===== src/hdl/nsp_pkg.sv =====
package nsp_pkg;

	localparam int MaxSpk  = 8;
	localparam int SpkW    = 3;
	localparam int CfgIdxW = 4;
	localparam int PosW    = 48;
	localparam int SmpW    = 16;
	localparam int GainW   = 24;
	localparam int StepW   = 25;
	localparam int ProdW   = 32;
	localparam int DotW    = 34;
	localparam int MulW    = 41;
	localparam int OutLsb  = 23;

	localparam logic [GainW-1:0] GainOne = 24'h800000;

	localparam logic KindDir = 1'b0;
	localparam logic KindSmp = 1'b1;

	// one item walking down the cell row
	typedef struct packed {
		logic                   vld;
		logic                   kind;
		logic signed [SmpW-1:0] dir_x;
		logic signed [SmpW-1:0] dir_y;
		logic signed [SmpW-1:0] dir_z;
		logic signed [SmpW-1:0] smp;
	} tok_t;

	// running argmax handed from cell to cell
	typedef struct packed {
		logic [SpkW-1:0]        idx;
		logic signed [DotW-1:0] dot;
	} best_t;

	typedef struct packed {
		logic            we;
		logic [SpkW-1:0] idx;
		logic [PosW-1:0] data;
	} cfg_wr_t;

	// step reload once the nearest speaker is known
	typedef struct packed {
		logic            we;
		logic [SpkW-1:0] best;
	} commit_t;

endpackage


===== src/hdl/nsp_cell.sv =====
module nsp_cell #(
	parameter int unsigned Idx       = 0,
	parameter int unsigned ChunkLog2 = 6
) (
	input  logic                            clk,
	input  logic                            arst_n,
	input  nsp_pkg::tok_t                   tin,
	output nsp_pkg::tok_t                   tout,
	input  nsp_pkg::best_t                  bin,
	output nsp_pkg::best_t                  bout,
	input  nsp_pkg::cfg_wr_t                cfg,
	input  nsp_pkg::commit_t                cmt,
	output logic signed [nsp_pkg::SmpW-1:0] smp_out
);

	localparam logic [nsp_pkg::SpkW-1:0] MyIdx = Idx[nsp_pkg::SpkW-1:0];

	logic [nsp_pkg::PosW-1:0]          pos_q;
	logic [nsp_pkg::GainW-1:0]         gain_q;
	logic signed [nsp_pkg::StepW-1:0]  step_q;
	nsp_pkg::tok_t                     stg_q;
	logic signed [nsp_pkg::ProdW-1:0]  px_q;
	logic signed [nsp_pkg::ProdW-1:0]  py_q;
	logic signed [nsp_pkg::ProdW-1:0]  pz_q;
	nsp_pkg::best_t                    bout_q;
	logic signed [nsp_pkg::SmpW-1:0]   out_q;

	logic signed [nsp_pkg::StepW:0]    gain_sum;
	logic [nsp_pkg::GainW-1:0]         gain_nxt;
	logic signed [nsp_pkg::DotW-1:0]   dot;
	logic                              take;
	logic signed [nsp_pkg::MulW-1:0]   prod;
	logic [nsp_pkg::StepW-1:0]         tgt;
	logic signed [nsp_pkg::StepW-1:0]  diff;

	always_comb begin
		gain_sum = $signed({2'b00, gain_q}) + $signed({step_q[nsp_pkg::StepW-1], step_q});
		if (gain_sum < 0) begin
			gain_nxt = '0;
		end else if (gain_sum > $signed({2'b00, nsp_pkg::GainOne})) begin
			gain_nxt = nsp_pkg::GainOne;
		end else begin
			gain_nxt = gain_sum[nsp_pkg::GainW-1:0];
		end
	end

	assign dot  = nsp_pkg::DotW'(px_q) + nsp_pkg::DotW'(py_q) + nsp_pkg::DotW'(pz_q);
	// strict compare keeps the lowest index on a tie
	assign take = (Idx == 0) || (dot > bin.dot);
	assign prod = stg_q.smp * $signed({1'b0, gain_q});
	assign tgt  = (cmt.best == MyIdx) ? {1'b0, nsp_pkg::GainOne} : '0;
	assign diff = $signed(tgt) - $signed({1'b0, gain_q});

	always_ff @(posedge clk or negedge arst_n) begin
		if (!arst_n) begin
			pos_q  <= '0;
			gain_q <= '0;
			step_q <= '0;
			stg_q  <= '0;
			bout_q <= '0;
		end else begin
			if (cfg.we && cfg.idx == MyIdx) begin
				pos_q <= cfg.data;
			end
			stg_q.vld <= tin.vld;
			if (tin.vld) begin
				stg_q.kind  <= tin.kind;
				stg_q.dir_x <= tin.dir_x;
				stg_q.dir_y <= tin.dir_y;
				stg_q.dir_z <= tin.dir_z;
				stg_q.smp   <= tin.smp;
				if (tin.kind == nsp_pkg::KindSmp) begin
					gain_q <= gain_nxt;
				end
			end
			if (stg_q.vld && stg_q.kind == nsp_pkg::KindDir && take) begin
				bout_q.idx <= MyIdx;
				bout_q.dot <= dot;
			end else if (stg_q.vld && stg_q.kind == nsp_pkg::KindDir) begin
				bout_q <= bin;
			end
			if (cmt.we) begin
				step_q <= diff >>> ChunkLog2;
			end
		end
	end

	// products and output carry no reset
	always_ff @(posedge clk) begin
		if (tin.vld && tin.kind == nsp_pkg::KindDir) begin
			px_q <= $signed(pos_q[15:0]) * tin.dir_x;
			py_q <= $signed(pos_q[31:16]) * tin.dir_y;
			pz_q <= $signed(pos_q[47:32]) * tin.dir_z;
		end
		if (stg_q.vld && stg_q.kind == nsp_pkg::KindSmp) begin
			out_q <= prod[nsp_pkg::OutLsb+nsp_pkg::SmpW-1:nsp_pkg::OutLsb];
		end
	end

	assign tout    = stg_q;
	assign bout    = bout_q;
	assign smp_out = out_q;

endmodule


===== config.mk =====
export PLATFORM = sky130hd
export DESIGN_NAME = nsp_cell
export DESIGN_NICKNAME = d
export VERILOG_FILES = /design/src/hdl/nsp_pkg.sv /design/src/hdl/nsp_cell.sv
export SDC_FILE = /design/constraint.sdc
export NUM_CORES = 2
export LEC_CHECK = 0
export ABC_AREA = 0
export BUFFER_PORTS_ARGS = -buffer_cell sky130_fd_sc_hd__clkbuf_2
export CAP_MARGIN = 25
export CORE_MARGIN = 3
export CORE_UTILIZATION = 55
export DETAILED_ROUTE_END_ITERATION = 10
export PLACE_DENSITY = 0.85
export SLEW_MARGIN = 10
export SYNTH_ARGS = -nofsm -noshare
export SYNTH_HDL_FRONTEND = slang
export SYNTH_SLANG_ARGS = --single-unit

===== constraint.sdc =====
create_clock -name clk -period 6.7 [get_ports clk]
set_clock_uncertainty 0.05 [all_clocks]
set_input_delay 1.34 -clock clk [delete_from_list [all_inputs] [get_ports clk]]
set_output_delay 1.34 -clock clk [all_outputs]
set_load 0.05 [all_outputs]

==> flow_metrics.env <==
export IMPL_die_width_um=323
export IMPL_path_clk_slew_ps=60
export IMPL_crit_type="register to register"
export IMPL_synth_fa_ha_area_frac=0.504
export IMPL_layout_drive_gt1_share=0.175
export IMPL_grt_pass1_vias=46400
export IMPL_synth_seq_area_share=0.147
export IMPL_hold_ws_ps=440
export IMPL_synth_area_top_cells="fa_1, ha_1, inv_1"
export IMPL_ff2ff_path_depth=23
export IMPL_fp_row_count=115
export IMPL_synthMuxAreaShare=0.0260
export IMPL_synth_top_family_by_area="adder cells"
export IMPL_track_usage=0.274
export IMPL_synth_area_per_cell_um2=9.67
export IMPL_synth_flop_cell="dfrtp_1"
export IMPL_synth_top_area_share=0.407
export IMPL_cts_tree="built"
export IMPL_hold_depth=2
export IMPL_crit_top_cell="fa_1"
export IMPL_dp_worst_setup_slack_ps=-659
export IMPL_gr_total_overflow=0
export IMPL_crit_path_end_kind="register"
export IMPL_cp_start_kind="register"
export IMPL_violations="setup timing"
export IMPL_critPathBufInv=6
export IMPL_die_area_um2=104000
export IMPL_place_inst=7517
export IMPL_synthTopCellsByCount="inv_1, fa_1, nand2_1"
export IMPL_slowest_delay_ps=570
export IMPL_drt_total_wl_um=141000
export IMPL_required_ps=6990
export IMPL_die_y_um=323
export IMPL_fmax_mhz=147
export IMPL_synth_enable_flop_cells=112
export IMPL_cts_sinks=303
export IMPL_hp_class="register to register"
export IMPL_dp_hpwl_um=115000
export IMPL_io_pins=280
export IMPL_maxCapViolations=0
export IMPL_status="finished, violations left"
export IMPL_layout_setup_ws_ps=-114
export IMPL_antenna_found_initial=7
export IMPL_ant_nets=0
export IMPL_min_period_ps=6810
export IMPL_hold_viol_final=0
export IMPL_initial_utilization=0.558
export IMPL_netlist_cell_type_count=73
export IMPL_port_buffers=239
export IMPL_fin_cells=7619
export IMPL_crit_slowest_cell="fa_1"
export IMPL_worst_pin_slew_ps=1010
export IMPL_post_drt_via_cell_ratio=5.47
export IMPL_fin_nets=8010
export IMPL_ys_seq_elements=303
export IMPL_cp_max_fo=6
export IMPL_synth_most_common_cell="inv_1"
export IMPL_yosys_area_top_type="fa_1"
export IMPL_grt_pass1_wl_um=228000
export IMPL_h_tree_depth=2
export IMPL_async_flop_share=0.630
export IMPL_wl_per_cell_um=18.5
export IMPL_yosys_warnings=0
export IMPL_arrival_ps=7100
export IMPL_area_growth_pct=14.9
export IMPL_worstSetupPathDepth=23
export IMPL_cts_buffers_inserted=40
export IMPL_setup_violations=3
export IMPL_finalWeightedCongestion=0.961
export IMPL_drc=0
export IMPL_synth_area_um2=55400
export IMPL_path_delay_family="adder cells"
export IMPL_min_from="bout[7]"
export IMPL_vias=41700
export IMPL_clkLatencyLatePin_ps=620
export IMPL_crit_chain="buf_4 > and2_1 > fa_1 > inv_1 > fa_1 > fa_1 > inv_1 > fa_1 > fa_1 > inv_1 > fa_1 > inv_1 > ha_4 > or4_1 > a221o_1 > a41oi_2 > buf_4 > o22a_4 > a21oi_4 > o41ai_4 > o2111a_2 > o21bai_2 > xnor2_2"
export IMPL_drt_iter0_drc=2924
export IMPL_grt_max_degree=133
export IMPL_root_buffer="clkbuf_16"
export IMPL_firstDrtPassIters=6
export IMPL_slew_violations=0
export IMPL_timing_rr_end="smp_out[15]"
export IMPL_synthCells=5723
export IMPL_synth_simple_area_share=0.132
export IMPL_hold_path_end="bout[7]"
export IMPL_r2r_start="tout[6]"
export IMPL_core_area_um2=99100
export IMPL_r2r_setup_slack_ps=-110
export IMPL_clk_path_buf_depth=3
export IMPL_synth_compound_area_frac=0.0569
export IMPL_rsz0062_at_grt="true"
export IMPL_min_period_over_period=1.02
export IMPL_synth_xor_area_frac=0.0285
export IMPL_slew_headroom=0.323
-- cell type report --
| cell class | instances | area, um2 |
|---|---|---|
| Sequential cell | 303 | 8170 |
| Tap cell | 1287 | 1610 |
| Timing Repair Buffer | 749 | 5250 |
| Inverter | 1338 | 5020 |
| Multi-Input combinational cell | 3864 | 42200 |
| Clock buffer | 50 | 1090 |
| Fill cell | 7179 | 35600 |
| Antenna cell | 4 | 10.0 |
| Clock inverter | 24 | 215 |
-- layout by cell type (no fill, tap or decap), types with 10 or more instances in the layout --
cell type and instances:
a211o_1 11, a211oi_1 15, a21o_1 73, a21oi_1 123, a21oi_2 15, a31oi_1 11
and2_1 449, and3_1 17, buf_4 497, clkbuf_16 41, clkbuf_2 218, dfrtp_1 173
dfrtp_2 18, edfxtp_1 112, fa_1 1114, fa_2 11, ha_1 406, ha_4 21
inv_1 1329, mux2_2 126, nand2_1 732, nand2_2 17, nand2b_1 44, nand3_1 33
nand4_1 15, nor2_1 94, nor2b_1 12, nor3_1 29, o21a_1 18, o21ai_0 89
o21bai_1 15, o31ai_1 25, or3_1 10, xnor2_1 123, xor2_1 55
-- worst register-to-register path, cell delays in order, from the launching register on --
cell      delay (ps)
dfrtp_2          490
buf_4            170
and2_1           140
fa_1             480
inv_1             50
fa_1             400
fa_1             570
inv_1             70
fa_1             480
fa_1             500
inv_1             60
fa_1             490
inv_1             90
ha_4             190
or4_1            420
a221o_1          290
a41oi_2          160
buf_4            170
o22a_4           210
a21oi_4          100
o41ai_4          400
o2111a_2         300
o21bai_2         100
xnor2_2          170
-- per-layer routing --
metal	track usage	share of wire
met4	0.147	0.063
met2	0.477	0.51
met5	0	0.00016
met3	0.0566	0.075
met1	0.319	0.36
-- state kept, by name, indices dropped and copies added, names as in the netlist --
signal and count:
pz_q 32, pos_q 48, bout 34, py_q 32, smp_out 16, gain_q 24
px_q 32, tout 66, step_q 19
-- kinds of logic (layout without fill, tap and decap cells) --
family,Yosys count,count (layout)
other,1,7
AOI/OAI and AO/OA,490,490
buffers and inverters,1558,2161
and+or+nand+nor,1510,1510
xor gates and xnor gates,180,180
DFF,303,303
muxes,128,128
adders and majority gates,1553,1553
-- per-stage QoR --
stage               utilization  setup TNS (ps)  cell area (um2)
floorplan                     -            -656            56100
global placement          0.620          -13340            61500
detailed placement        0.620          -17860            61500
CTS                       0.634               0            62800
global route              0.641            -922            63600
finish                    0.641            -183            63600
-- worst max-delay path by stage --
stage,from,to,slack [ps]
after floorplan,tin[52],px_q[24],-290
after global placement,tin[54],px_q[31],-570
after detailed placement,tin[49],px_q[24],-660
after CTS,tin[33],py_q[30],2
after global routing,tout[5],smp_out[15],-250
final,tout[6],smp_out[15],-110
-- what timing repair did --
item | in CTS | in global routing
hold buffers | 0 | 0
endpoints found under the setup margin | 8 | 32
setup buffers | 5 | 17
pin swaps | 3 | 71
gates resized for setup | 13 | 155
Power is not shown: default switching activity piles up to over one toggle a cycle in this logic, so the estimate is an artifact.
